[src/hdl/sial_pkg.sv]
`timescale 1ns / 1ps
// ----------------------------------------------------------------------------
// sial_pkg - switch input activation latch package
// Shared sizes, codes and transaction payload types.
// ----------------------------------------------------------------------------
package sial_pkg;

    localparam int PORTS     = 8;
    localparam int CHANNELS  = 2;
    localparam int TIME_BITS = 32;

    localparam int PORT_BITS = $clog2(PORTS);
    localparam int IDX_BITS  = $clog2(PORTS * CHANNELS);
    localparam int CFG_BITS  = 32;

    localparam logic [15:0] DEBOUNCE_RESET = 16'd100;

    // item function codes
    localparam logic [1:0] FUNC_EDGE = 2'd0;
    localparam logic [1:0] FUNC_TICK = 2'd1;
    localparam logic [1:0] FUNC_READ = 2'd2;

    // channel modes
    localparam logic [1:0] MODE_TOGGLE_UP   = 2'd0;
    localparam logic [1:0] MODE_TOGGLE_DOWN = 2'd1;
    localparam logic [1:0] MODE_MOM_UP      = 2'd2;
    localparam logic [1:0] MODE_MOM_DOWN    = 2'd3;

    // configuration register indexes
    localparam logic [1:0] CFG_PORT_COUNT = 2'd0;
    localparam logic [1:0] CFG_MODES      = 2'd1;
    localparam logic [1:0] CFG_DEBOUNCE   = 2'd2;

    typedef struct packed {
        logic [1:0] func;
        logic [2:0] port;
        logic       channel;
        logic       edge_rising;
    } req_t;

    typedef struct packed {
        logic [1:0] activations;
        logic       accepted;
        logic       attention;
        logic       port_valid;
    } rsp_t;

endpackage

[src/hdl/switch_input_activation_latch_core.sv]
`timescale 1ns / 1ps
// ----------------------------------------------------------------------------
// switch_input_activation_latch_core - debounced switch edge latch
// Latches debounced switch activations per port and channel, keeps a
// millisecond time base and returns/clears a port's bits on read.
// ----------------------------------------------------------------------------
//  channel   direction  handshake             payload
//  req       in         req_valid/req_stall   sial_pkg::req_t
//  rsp       out        rsp_valid/rsp_stall   sial_pkg::rsp_t
//  cfg       in         cfg_we                cfg_index, cfg_data
//
//  One transaction per cycle sustained while the response is not stalled; each
//  request gives one response, via the request register, then the response register.
//  The state read-modify-write of one item is done in the cycle it leaves
//  the request register. Reset clears all state but the request and response payloads and sets debounce to 100.
//  A stalled response holds the request register; a new request is still
//  taken whenever the request register can move on.
// ----------------------------------------------------------------------------
module switch_input_activation_latch_core (
    input  logic                          clk,
    input  logic                          rst_n,
    input  logic                          req_valid,
    output logic                          req_stall,
    input  sial_pkg::req_t                req,
    output logic                          rsp_valid,
    input  logic                          rsp_stall,
    output sial_pkg::rsp_t                rsp,
    input  logic                          cfg_we,
    input  logic [1:0]                    cfg_index,
    input  logic [sial_pkg::CFG_BITS-1:0] cfg_data
);
    import sial_pkg::*;

    logic [2:0]           port_count_reg;
    logic [31:0]          modes_reg;
    logic [15:0]          debounce_reg;

    logic [TIME_BITS-1:0] ms_reg, ms_next;
    logic [TIME_BITS-1:0] last_time_reg [PORTS*CHANNELS];
    logic [CHANNELS-1:0]  pending_reg [PORTS];
    logic [CHANNELS-1:0]  pending_next [PORTS];

    logic                 s1_valid_reg;
    req_t                 s1_reg;
    logic                 rsp_valid_reg;
    rsp_t                 rsp_reg;

    logic                 s1_go;
    logic                 port_valid;
    logic [IDX_BITS-1:0]  idx;
    logic [1:0]           mode;
    logic                 counts;
    logic [TIME_BITS-1:0] delta;
    logic                 suppress;
    logic                 edge_hit;
    logic                 acc;
    logic                 rd_hit;
    logic [1:0]           acts;
    logic                 attention;

    assign s1_go     = s1_valid_reg && (!rsp_valid_reg || !rsp_stall);
    assign req_stall = s1_valid_reg && rsp_valid_reg && rsp_stall;
    assign rsp_valid = rsp_valid_reg;
    assign rsp       = rsp_reg;

    // configuration
    always_ff @(posedge clk or negedge rst_n)
    begin
        if (!rst_n)
        begin
            port_count_reg <= '0;
            modes_reg      <= '0;
            debounce_reg   <= DEBOUNCE_RESET;
        end
        else if (cfg_we)
        begin
            unique case (cfg_index)
                CFG_PORT_COUNT: port_count_reg <= cfg_data[2:0];
                CFG_MODES:      modes_reg      <= cfg_data[31:0];
                CFG_DEBOUNCE:   debounce_reg   <= cfg_data[15:0];
                default:        ;
            endcase
        end
    end

    // item evaluation
    assign port_valid = s1_reg.port < port_count_reg;
    // channel index = port * CHANNELS + channel
    assign idx        = {s1_reg.port, s1_reg.channel};
    assign mode       = modes_reg[{idx, 1'b0} +: 2];
    assign counts     = (mode == MODE_TOGGLE_UP) || (mode == MODE_TOGGLE_DOWN) ||
                        (mode == MODE_MOM_UP && !s1_reg.edge_rising) ||
                        (mode == MODE_MOM_DOWN && s1_reg.edge_rising);
    assign delta      = ms_reg - last_time_reg[idx];
    assign suppress   = (delta != '0) &&
                        (delta < {{(TIME_BITS-16){1'b0}}, debounce_reg});

    always_comb
    begin
        edge_hit = 1'b0;
        rd_hit   = 1'b0;
        ms_next  = ms_reg;
        unique case (s1_reg.func)
            FUNC_EDGE: edge_hit = port_valid && counts;
            FUNC_TICK: ms_next  = ms_reg + {{(TIME_BITS-1){1'b0}}, 1'b1};
            FUNC_READ: rd_hit   = port_valid;
            default:   ;
        endcase
    end

    assign acc  = edge_hit && !suppress;
    assign acts = rd_hit ? pending_reg[s1_reg.port] : '0;

    always_comb
    begin
        for (int p = 0; p < PORTS; p++)
        begin
            pending_next[p] = pending_reg[p];
        end
        if (acc)
        begin
            pending_next[s1_reg.port][s1_reg.channel] = 1'b1;
        end
        if (rd_hit)
        begin
            pending_next[s1_reg.port] = '0;
        end
    end

    always_comb
    begin
        attention = 1'b0;
        for (int p = 0; p < PORTS; p++)
        begin
            attention = attention | (|pending_next[p]);
        end
    end

    // state
    always_ff @(posedge clk or negedge rst_n)
    begin
        if (!rst_n)
        begin
            ms_reg <= '0;
            for (int i = 0; i < PORTS*CHANNELS; i++)
            begin
                last_time_reg[i] <= '0;
            end
            for (int p = 0; p < PORTS; p++)
            begin
                pending_reg[p] <= '0;
            end
        end
        else if (s1_go)
        begin
            ms_reg <= ms_next;
            // suppressed edges restart the window too
            if (edge_hit)
            begin
                last_time_reg[idx] <= ms_reg;
            end
            for (int p = 0; p < PORTS; p++)
            begin
                pending_reg[p] <= pending_next[p];
            end
        end
    end

    // request register
    always_ff @(posedge clk or negedge rst_n)
    begin
        if (!rst_n)
        begin
            s1_valid_reg <= 1'b0;
        end
        else if (!req_stall)
        begin
            s1_valid_reg <= req_valid;
        end
    end

    always_ff @(posedge clk)
    begin
        if (req_valid && !req_stall)
        begin
            s1_reg <= req;
        end
    end

    // response register
    always_ff @(posedge clk or negedge rst_n)
    begin
        if (!rst_n)
        begin
            rsp_valid_reg <= 1'b0;
        end
        else if (s1_go)
        begin
            rsp_valid_reg <= 1'b1;
        end
        else if (!rsp_stall)
        begin
            rsp_valid_reg <= 1'b0;
        end
    end

    always_ff @(posedge clk)
    begin
        if (s1_go)
        begin
            rsp_reg.activations <= acts;
            rsp_reg.accepted    <= acc;
            rsp_reg.attention   <= attention;
            rsp_reg.port_valid  <= port_valid;
        end
    end

    // checks
    a_acc_attention: assert property (@(posedge clk) disable iff (!rst_n)
        rsp_valid && rsp.accepted |-> rsp.attention && rsp.port_valid)
        else $error("accepted edge without attention or valid port");

    a_acts_valid: assert property (@(posedge clk) disable iff (!rst_n)
        rsp_valid && (rsp.activations != 2'b00) |-> rsp.port_valid && !rsp.accepted)
        else $error("activations reported on invalid port or edge item");

    a_stall_holds: assert property (@(posedge clk) disable iff (!rst_n)
        req_stall |-> s1_valid_reg && rsp_valid_reg)
        else $error("request stalled with free pipeline");

    a_tick_only: assert property (@(posedge clk) disable iff (!rst_n)
        !s1_go |=> $stable(ms_reg))
        else $error("time base moved without an item");

endmodule
[config.mk]
export PLATFORM = sky130hd
export DESIGN_NAME = switch_input_activation_latch_core
export DESIGN_NICKNAME = d
export VERILOG_FILES = /design/src/hdl/sial_pkg.sv /design/src/hdl/switch_input_activation_latch_core.sv
export SDC_FILE = /design/constraint.sdc
export NUM_CORES = 1
export LEC_CHECK = 0
export BUFFER_PORTS_ARGS = -buffer_cell sky130_fd_sc_hd__buf_2
export CAP_MARGIN = 0
export CELL_PAD_IN_SITES_DETAIL_PLACEMENT = 0
export CELL_PAD_IN_SITES_GLOBAL_PLACEMENT = 1
export CORE_UTILIZATION = 58
export CTS_CLUSTER_SIZE = 12
export DETAILED_ROUTE_END_ITERATION = 8
export PLACE_DENSITY = 0.93
export SLEW_MARGIN = 40
export SYNTH_ARGS = -nofsm -noshare
export SYNTH_HDL_FRONTEND = slang
export SYNTH_SLANG_ARGS = --single-unit
[constraint.sdc]
create_clock -name clk -period 20.7 [get_ports clk]
set_clock_uncertainty 0.15 [all_clocks]
set_input_delay 1.035 -clock clk [delete_from_list [all_inputs] [get_ports clk]]
set_output_delay 1.035 -clock clk [all_outputs]
set_load 0.01 [all_outputs]
* Yosys cells after proc, flatten, opt, wreduce, memory -nomap -nowiden
Index checks and enable logic that the tools add are counted.
** Operators by class
- Add/sub/neg operators :: 2
- Multipliers :: 0
- Div/mod/pow operators :: 0
- Order comparisons :: 8
- Equality and inequality tests :: 8
- Shift-type cells :: 1
- Muxes and demuxes :: 21
- Bitwise logic cells :: 12
- Reductions and logical operators :: 38
** Operators by type and width (number)
- bitwise mux 512 bit :: 1
- binary-select mux 32 bit (select 4 bit) :: 1
- demux 32 bit (select 4 bit) :: 1
- two-way mux 32 bit :: 3
- adder 32 x 1 -> 32 bit (second input constant) :: 1
- less-than comparator 32 x 16 -> 1 bit :: 1
- two-way mux 16 bit :: 2
- nonzero test 32 bit :: 1
- variable part select 32 x 6 -> 2 bit :: 1
- subtractor 32 bit :: 1
- AND 16 bit :: 1
- inverter 16 bit :: 1
- OR 16 bit :: 1
- OR reduction 2 bit :: 8
- demux 2 bit (select 3 bit) :: 2
- logical AND 1 bit :: 12
- AND reduction 2 bit :: 5
- equality test 2 bit (second input constant) :: 4
- two-way mux 2 bit :: 4
- OR 1 bit :: 7
- binary-select mux 2 bit (select 3 bit) :: 1
- equality test 2 x 1 -> 1 bit (second input constant) :: 3
- logical NOT 2 bit :: 3
- greater-or-equal comparator 5 bit (second input constant) :: 1
- other kinds (13) :: 24
** Word-level totals
- Register bits :: 625
- Bits in latches :: 0
- Memory bits (writable) :: 0
- Memory bits (read-only) :: 0
- Bits of input ports :: 46
- Word-level logic and storage cells :: 128
- Memories kept :: 0

* Depth between registers and ports, before layout
Gate-level depths: netlist (run 1).
- Word-level depth :: 20
- Depth in mapped cells :: 28
- Depth with buffers taken out :: 21

* Least setup slack after synthesis (run 1)
Ideal clock, no wire load.
- Path kind :: reg2reg
- Start :: register s1_reg (netlist bit idx[0])
- End :: register rsp_reg (netlist bit rsp[1]) (data pin)
- Library setup time :: 0.260 ns
- Arrival :: 6.634 ns
- Data required time :: 20.290 ns
- Slack :: 13.656 ns
- Cell stages (with the launch flop) :: 27
- Path buffers :: 6
- Cell sequence :: edfxtp_1 buf_6 buf_8 clkbuf_1 buf_1 buf_1 mux4_2 mux4_2 ha_1 fa_1 nor2b_1 o21ai_0 a21boi_0 a31oi_1 xnor2_1 ha_1 a21o_1 a21oi_1 o21ai_0 o2111a_1 or4_1 nor4_1 nor4b_1 nand4_1 o21ai_2 buf_2 nand2_1
** Between the ends
- Longest elaborated chain between the ends :: 20
** Ends and longest elaborated chain
- start: declaration :: line switch_input_activation_latch_core.sv:44 : req_t s1_reg;
- start signal: assignment :: line switch_input_activation_latch_core.sv:186 : s1_reg <= req;
- inverter 4 -> 5 bit (not written as such) :: line switch_input_activation_latch_core.sv:94 : assign delta = ms_reg - last_time_reg[idx];
- binary-select mux 32 bit (select 4 bit) :: line switch_input_activation_latch_core.sv:94
- two-way mux 32 bit (not written as such) (2 in a row) :: line switch_input_activation_latch_core.sv:94
- subtractor 32 bit :: line switch_input_activation_latch_core.sv:94
- less-than comparator 32 x 16 -> 1 bit / nonzero test 32 bit (equally long branches) :: line switch_input_activation_latch_core.sv:96, switch_input_activation_latch_core.sv:95
- logical AND 1 bit :: line switch_input_activation_latch_core.sv:95 : assign suppress = (delta != '0) &&
- logical NOT 1 bit :: line switch_input_activation_latch_core.sv:111 : assign acc = edge_hit && !suppress;
- logical AND 1 bit :: line switch_input_activation_latch_core.sv:111
- two-way mux 16 bit (*) :: line switch_input_activation_latch_core.sv:120 : if (acc)
- AND 16 bit (no source line)
- two-way mux 16 bit (*) :: line switch_input_activation_latch_core.sv:124 : if (rd_hit)
- OR reduction 2 bit :: line switch_input_activation_latch_core.sv:135 : attention = attention | (|pending_next[p]);
- OR 1 bit (6 in a row) :: line switch_input_activation_latch_core.sv:135
- OR 1 bit (*) :: line switch_input_activation_latch_core.sv:135
- net attention :: line switch_input_activation_latch_core.sv:59 : logic attention;
- end: declaration :: line switch_input_activation_latch_core.sv:46 : rsp_t rsp_reg;
The timed path passes the listed nets; every way through them passes the cells marked *. The select of a mux whose other input is x is not followed.
A chain may end at the register's enable or synchronous reset.

* Worst setup path in the final report (run 1)
Same ends and word-level chain as after synthesis.

==> results of run 1 <==
## stage by stage
step                instances  total power [mW]  hold WS (ns)
floorplan                2147              1.66         0.302
global placement         2741              1.77         0.313
detailed placement       2751              1.79         0.324
CTS                      2861              2.95         0.333
global route             2863              3.06         0.141
finish                   2864              2.93         0.136
## power by group through the flow
| stage | Clock (mW) | Sequential (mW) | Combinational (mW) |
|---|---|---|---|
| 2_1_floorplan | 0 | 1.32 | 0.341 |
| 3_3_place_gp | 0 | 1.34 | 0.430 |
| 3_5_place_dp | 0 | 1.35 | 0.442 |
| 4_1_cts | 1.17 | 1.33 | 0.446 |
| 5_1_grt | 1.22 | 1.33 | 0.496 |
| 6_report | 1.16 | 1.33 | 0.447 |
## per-layer routing
layer	up-vias	share of wire, %	track usage, %
met4	0	3.0	10.2
met2	554	48	45.0
met5	-	0	0
met1	9793	43	39.6
li1	7894	-	-
met3	153	5.6	4.56
## worst max-delay path, delay by kind of cell, from the launching register on
kind            cells  cell delay [ns]
simple gates        7             1.47
fa+ha+maj           3             0.93
mux                 2             1.08
buf+inv             2             0.68
compound gates      7             1.76
flops               1             0.65
xor+xnor            1             0.22
## area by class of cell
type / instances / area [sq um] / area share (%)
repair buffers: 88 / 767 / 2.28
clock inverters: 9 / 80.1 / 0.238
clock buffers: 101 / 2020 / 6.00
diodes: 1 / 2.50 / 0.00743
well taps: 688 / 861 / 2.56
inverters: 63 / 236 / 0.702
flip-flops and latches: 625 / 15700 / 46.6
multi-input cells: 1289 / 14000 / 41.6
## how the worst max path moves through the flow
stage / depth (start not counted) / start / endpoint
after floorplan: 26 / idx[0]$_DFFE_PP_ / rsp[1]$_DFFE_PP_
after global placement: 19 / idx[0]$_DFFE_PP_ / rsp[1]$_DFFE_PP_
after detailed placement: 19 / idx[0]$_DFFE_PP_ / rsp[1]$_DFFE_PP_
after CTS: 19 / idx[0]$_DFFE_PP_ / rsp[1]$_DFFE_PP_
after global routing: 19 / idx[0]$_DFFE_PP_ / pending_reg[2]$_DFFE_PN0P_
final: 22 / idx[0]$_DFFE_PP_ / rsp[1]$_DFFE_PP_
## cell usage in the layout (no fill, tap or decap), drive strengths merged, types with 33 or more instances in the layout
cell type,netlist,layout
o21ai,33,33
inv,63,64
nand2,87,87
mux4,169,169
clkbuf,94,102
mux2,561,561
nor2,64,64
buf,76,87
ha,49,49
dfrtp,610,610
a21oi,51,51
## logic make-up after synthesis
logic type               count (synthesis)  synth area share, %
buffers and inverters                  233                 4.11
multiplexers                           738                 33.0
adder cells (fa/ha/maj)                 50                 2.05
XOR/XNOR                                52                 1.47
AO/OA/AOI/OAI                          186                 4.01
AND/OR/NAND/NOR                        263                 4.56
flip-flops                             625                 50.8
==> impl_metrics.json, run 1 <==
{
  "rrSetupSlack_ns": 13.44,
  "required_ns": 20.87,
  "max_freq_mhz": 138,
  "synth_top_cell_by_area": "dfrtp_1",
  "avgSynthCellArea_sq_um": 14.4,
  "timing.slew.headroom_pct": 41.7,
  "die_w_um": 233,
  "synth_area_sq_um": 30900,
  "grt_max_degree": 107,
  "p_leak_nw": 16.0,
  "timing.final.crit_period_ns": 7.26,
  "grt_pass1_vias": 19400,
  "syn2layout_area_growth_pct": 8.93,
  "cts_tree": "built",
  "clockBufferDepth": 3,
  "post_dp_cell_area_sq_um": 31500,
  "path_cells": "buf_6 > mux4_2 > mux4_2 > ha_1 > fa_1 > nor2b_1 > o21ai_0 > a21oi_1 > o21a_1 > nor2_1 > xor2_1 > inv_1 > ha_1 > a21oi_1 > o21ai_0 > o2111a_1 > or4_1 > nor4_1 > nor4b_1 > nand4_1 > o21ai_2 > nand2_1",
  "endpoint_kind": "flop",
  "grt_pass1_wl_um": 115000,
  "synth_cell_types": 71,
  "drt-total-wl_um": 73000,
  "cp_max_fo": 50,
  "root_buffer": "clkbuf_16",
  "slowest_delay_ns": 0.65,
  "setup-tns-final_ns": 0,
  "clk_latency_ns": 0.61,
  "first_iter_violations": 1614,
  "hpwl_um": 44000,
  "path_class": "reg2reg",
  "hold_buffers": 0,
  "synth_seq_cells": 625,
  "design_area_sq_um": 33700,
  "r2r_start": "idx[0]$_DFFE_PP_",
  "fin_ws_ns": 13.44,
  "synth_common_cells": "dfrtp_1 (610), mux2_2 (544), mux4_2 (168), clkbuf_1 (92), nand2_1 (87)",
  "p_clk_share_pct": 39.5,
  "synthCells": 2147,
  "cts-resized-gates": 0,
  "firstDrtPassIters": 5,
  "rr_worst_depth": 22,
  "htreeDepth": 3,
  "num_rows": 84,
  "cp_data_arrival_time_ns": 7.43,
  "fin_crit_sh_pct": 35.1,
  "rr_endpoint": "rsp[1]$_DFFE_PP_",
  "synth_nets": 2243,
  "grt_setup_unrepaired": "no",
  "p_per_area_nw_per_um2": 87.1,
  "grt_antenna_before_repair": 0,
  "clkTransAtPathRegs_ns": 0.06,
  "grt_use_total_pct": 28.3,
  "worst_pin_slew_ns": 0.875,
  "fill_cells": 3664,
  "power_frac_comb_pct": 15.2,
  "power_frac_seq_pct": 45.3,
  "vias_per_cell": 6.42,
  "drc_errors": 0,
  "fin_nets": 2230,
  "synth_edf_count": 12,
  "initial_core_util_pct": 58.7,
  "final_util_pct": 64.0,
  "ant_nets": 0,
  "post-cts-setup-buffers": 0,
  "cts_buffers": 67,
  "pin_count": 53,
  "grt_overflow": 0,
  "avgRoutedWirePerCell_um": 25.5,
  "p_sw_mw": 0.773,
  "num_vias": 18400,
  "hold_violations": 0,
  "die_area_sq_um": 54200,
  "gp_congestion": 0.874,
  "synthFlopType": "dfrtp_1",
  "ys_seq_area_share_pct": 50.8,
  "swShare_pct": 26.3,
  "peakVddDrop_mv": 0.0505,
  "worst_setup_path_start_kind": "flop",
  "maxCapViolCount": 0,
  "largest_reg_flops": 512,
  "yosysMostFrequentCell": "dfrtp_1",
  "core-area_sq_um": 52700,
  "holdCritPathClass": "in2async",
  "io_buffer_count": 52,
  "synth.yosys.warnings": 0,
  "drive_gt1_share_pct": 42.5,
  "die_y_um": 233,
  "outcome": "finished, final reports clean",
  "async_flop_share_pct": 98.1,
  "synthTopCellsByArea": "dfrtp_1 (49%), mux2_2 (20%), mux4_2 (12%), ha_1 (2.0%), buf_6 (1.8%)",
  "p_int_mw": 2.16,
  "cpMaxStageDelayCell": "edfxtp_1",
  "synth_top_area_share_pct": 49.4,
  "slew_viol_final": 0,
  "dp_worst_setup_slack_ns": 13.48,
  "cts_sinks": 625,
  "finalSetupViolCount": 0
}
Note: power is estimated with default switching activity, not from simulation.
==> run 2: changes to the inputs <==
--- a/config.mk
+++ b/config.mk
@@ -9,10 +9,10 @@
 export CAP_MARGIN = 0
 export CELL_PAD_IN_SITES_DETAIL_PLACEMENT = 0
 export CELL_PAD_IN_SITES_GLOBAL_PLACEMENT = 1
-export CORE_UTILIZATION = 58
+export CORE_UTILIZATION = 54
 export CTS_CLUSTER_SIZE = 12
 export DETAILED_ROUTE_END_ITERATION = 8
-export PLACE_DENSITY = 0.93
+export PLACE_DENSITY = 0.87
 export SLEW_MARGIN = 40
 export SYNTH_ARGS = -nofsm -noshare
 export SYNTH_HDL_FRONTEND = slang
==> constraint.sdc (replaced) <==
create_clock -name clk -period 7.15 [get_ports clk]
set_clock_uncertainty 0.15 [all_clocks]
set_input_delay 0.3575 -clock clk [delete_from_list [all_inputs] [get_ports clk]]
set_output_delay 0.3575 -clock clk [all_outputs]
set_load 0.01 [all_outputs]
==> run 2 against run 1 <==
Effect of this change: hold slack worse by 0.074 ns; combinational power increased to 3.0 times the previous value; critical endpoint unchanged; power rose to 2.9 times the previous value; first-iteration DRC count fell by 0.31%; via count grew 0.99%.
==> impl_metrics.json, run 2 (synthesis results as in run 1) <==
{
  "finalSetupViolCount": 0,
  "num_rows": 87,
  "cts_buffers": 68,
  "die_area_sq_um": 58200,
  "p_leak_nw": 16.4,
  "clockBufferDepth": 3,
  "core-area_sq_um": 56500,
  "pin_count": 53,
  "grt_antenna_before_repair": 0,
  "num_vias": 18600,
  "cp_max_fo": 18,
  "cpMaxStageDelayCell": "edfxtp_1",
  "timing.slew.headroom_pct": 47.7,
  "p_sw_mw": 2.27,
  "drt-total-wl_um": 73500,
  "finalPower_mw": 8.58,
  "p_per_area_nw_per_um2": 249,
  "grt_pass1_vias": 19900,
  "hold_path_end": "port_count_reg[0]$_DFFE_PN0P_",
  "fill_cells": 4118,
  "cp_data_arrival_time_ns": 6.76,
  "largest_reg_flops": 512,
  "fin_crit_sh_pct": 91.8,
  "hold_violations": 0,
  "grt_overflow": 0,
  "timing.final.crit_period_ns": 6.56,
  "power_frac_comb_pct": 15.7,
  "max_freq_mhz": 152,
  "grt_pass1_wl_um": 117000,
  "rr_endpoint": "rsp[1]$_DFFE_PP_",
  "cpLargestDelayFamily": "compound AO/OA/AOI/OAI gates",
  "vias_per_cell": 6.19,
  "fin_nets": 2298,
  "grt_max_degree": 101,
  "cts_tree": "built",
  "clkTransAtPathRegs_ns": 0.06,
  "power_frac_seq_pct": 44.9,
  "antenna_cells": 0,
  "cts_sinks": 625,
  "hold_depth": 3,
  "post-cts-setup-buffers": 0,
  "rr_worst_depth": 20,
  "design_area_sq_um": 34500,
  "syn2layout_area_growth_pct": 11.6,
  "drc_errors": 0,
  "required_ns": 7.35,
  "slew_viol_final": 0,
  "slowest_delay_ns": 0.62,
  "p_int_mw": 6.32,
  "first_iter_violations": 1609,
  "endpoint_kind": "flop",
  "r2r_start": "idx[0]$_DFFE_PP_",
  "maxCapViolCount": 0,
  "cp.buffers_inverters": 2,
  "clk_latency_ns": 0.60,
  "path_class": "reg2reg",
  "grt_use_total_pct": 26.6,
  "final_util_pct": 61.1,
  "worst_pin_slew_ns": 0.778,
  "worst_setup_path_start_kind": "flop",
  "die_y_um": 241,
  "hp-start": "cfg_index[1]",
  "hpwl_um": 45300,
  "final_common_cell": "dfrtp_1",
  "swShare_pct": 26.4,
  "ant_nets": 0,
  "hold_buffers": 48,
  "path_cells": "buf_6 > mux4_2 > mux4_2 > ha_1 > fa_1 > nor2b_1 > o21ai_0 > a21boi_0 > nor2_1 > ha_1 > a2111oi_0 > a2111oi_0 > o2111a_1 > or4_1 > nor4_1 > nor4b_1 > nand4_1 > o21ai_2 > buf_12 > nand2_1",
  "firstDrtPassIters": 7,
  "die_w_um": 241,
  "outcome": "finished, final reports clean",
  "p_clk_share_pct": 39.4,
  "htreeDepth": 3,
  "rrSetupSlack_ns": 0.59,
  "drive_gt1_share_pct": 42.3,
  "peakVddDrop_mv": 0.172,
  "initial_core_util_pct": 54.7,
  "avgRoutedWirePerCell_um": 24.5,
  "final_cell_mix": "dfrtp_1 (610), mux2_2 (544), mux4_2 (168)",
  "cts-resized-gates": 0,
  "io_buffer_count": 52,
  "holdCritPathClass": "in2reg",
  "gp_congestion": 0.910,
  "post_dp_cell_area_sq_um": 31900,
  "root_buffer": "clkbuf_16",
  "grt_setup_unrepaired": "no",
  "setup-tns-final_ns": 0
}
run 2: cell types whose count changed in the layout (fill, tap and decap cells not counted), moves of 2 or more:
cell / previous run / this run
dlygate4sd3_1: 0 / 48
buf_4: 17 / 30
buf_12: 10 / 17
clkinv_2: 5 / 10
clkbuf_1: 17 / 13
buf_6: 4 / 2
clkbuf_8: 14 / 12
clkinv_1: 0 / 2
run 2: layout make-up:
type                            instances  area (sq um)  area share, %
Sequential cell                       625         15700           45.5
Clock inverter                         16           134          0.388
Multi-Input combinational cell       1289         14000           40.6
Inverter                               63           236          0.685
Tap cell                              756           946           2.74
Clock buffer                           96          1990           5.77
Timing Repair Buffer                  155          1490           4.32
run 2: worst max-delay path by stage:
stage                           from                to  cells past startpoint
floorplan           idx[0]$_DFFE_PP_  rsp[1]$_DFFE_PP_                     26
global placement    idx[0]$_DFFE_PP_  rsp[1]$_DFFE_PP_                     22
detailed placement  idx[0]$_DFFE_PP_  rsp[1]$_DFFE_PP_                     19
CTS                 idx[0]$_DFFE_PP_  rsp[1]$_DFFE_PP_                     19
global route        idx[0]$_DFFE_PP_  rsp[1]$_DFFE_PP_                     23
finish              idx[0]$_DFFE_PP_  rsp[1]$_DFFE_PP_                     20
run 2: power by group through the flow:
stage	Sequential [mW]	Clock (mW)	Combinational, mW
final	3.85	3.38	1.35
after global routing	3.87	3.58	1.49
after CTS	3.85	3.44	1.33
after detailed placement	3.91	0	1.30
after global placement	3.90	0	1.27
after floorplan	3.81	0	0.988
run 2: worst register-to-register path, stage by stage (launching register included):
cell	delay (ns)
edfxtp_1	0.62
buf_6	0.23
mux4_2	0.52
mux4_2	0.48
ha_1	0.23
fa_1	0.44
nor2b_1	0.22
o21ai_0	0.17
a21boi_0	0.38
nor2_1	0.13
ha_1	0.21
a2111oi_0	0.45
a2111oi_0	0.21
o2111a_1	0.27
or4_1	0.53
nor4_1	0.21
nor4b_1	0.26
nand4_1	0.17
o21ai_2	0.20
buf_12	0.17
nand2_1	0.07
run 2: metrics by stage:
step / worst slack [ns] / instances / hold slack [ns]
floorplan: 0.106 / 2147 / -0.0881
global placement: 0.532 / 2824 / 0.232
detailed placement: 0.459 / 2837 / 0.243
CTS: 0.446 / 2997 / 0.0284
global route: 0.0478 / 3000 / 0.0995
finish: 0.590 / 3000 / 0.0620
run 2: routing by layer:
layer	part of all wire [%]	GRT usage [%]	up-vias
li1	-	-	8017
met1	43	35.9	9851
met2	50	44.2	580
met3	4.8	4.06	128
met4	2.6	9.23	0
met5	0	0	-
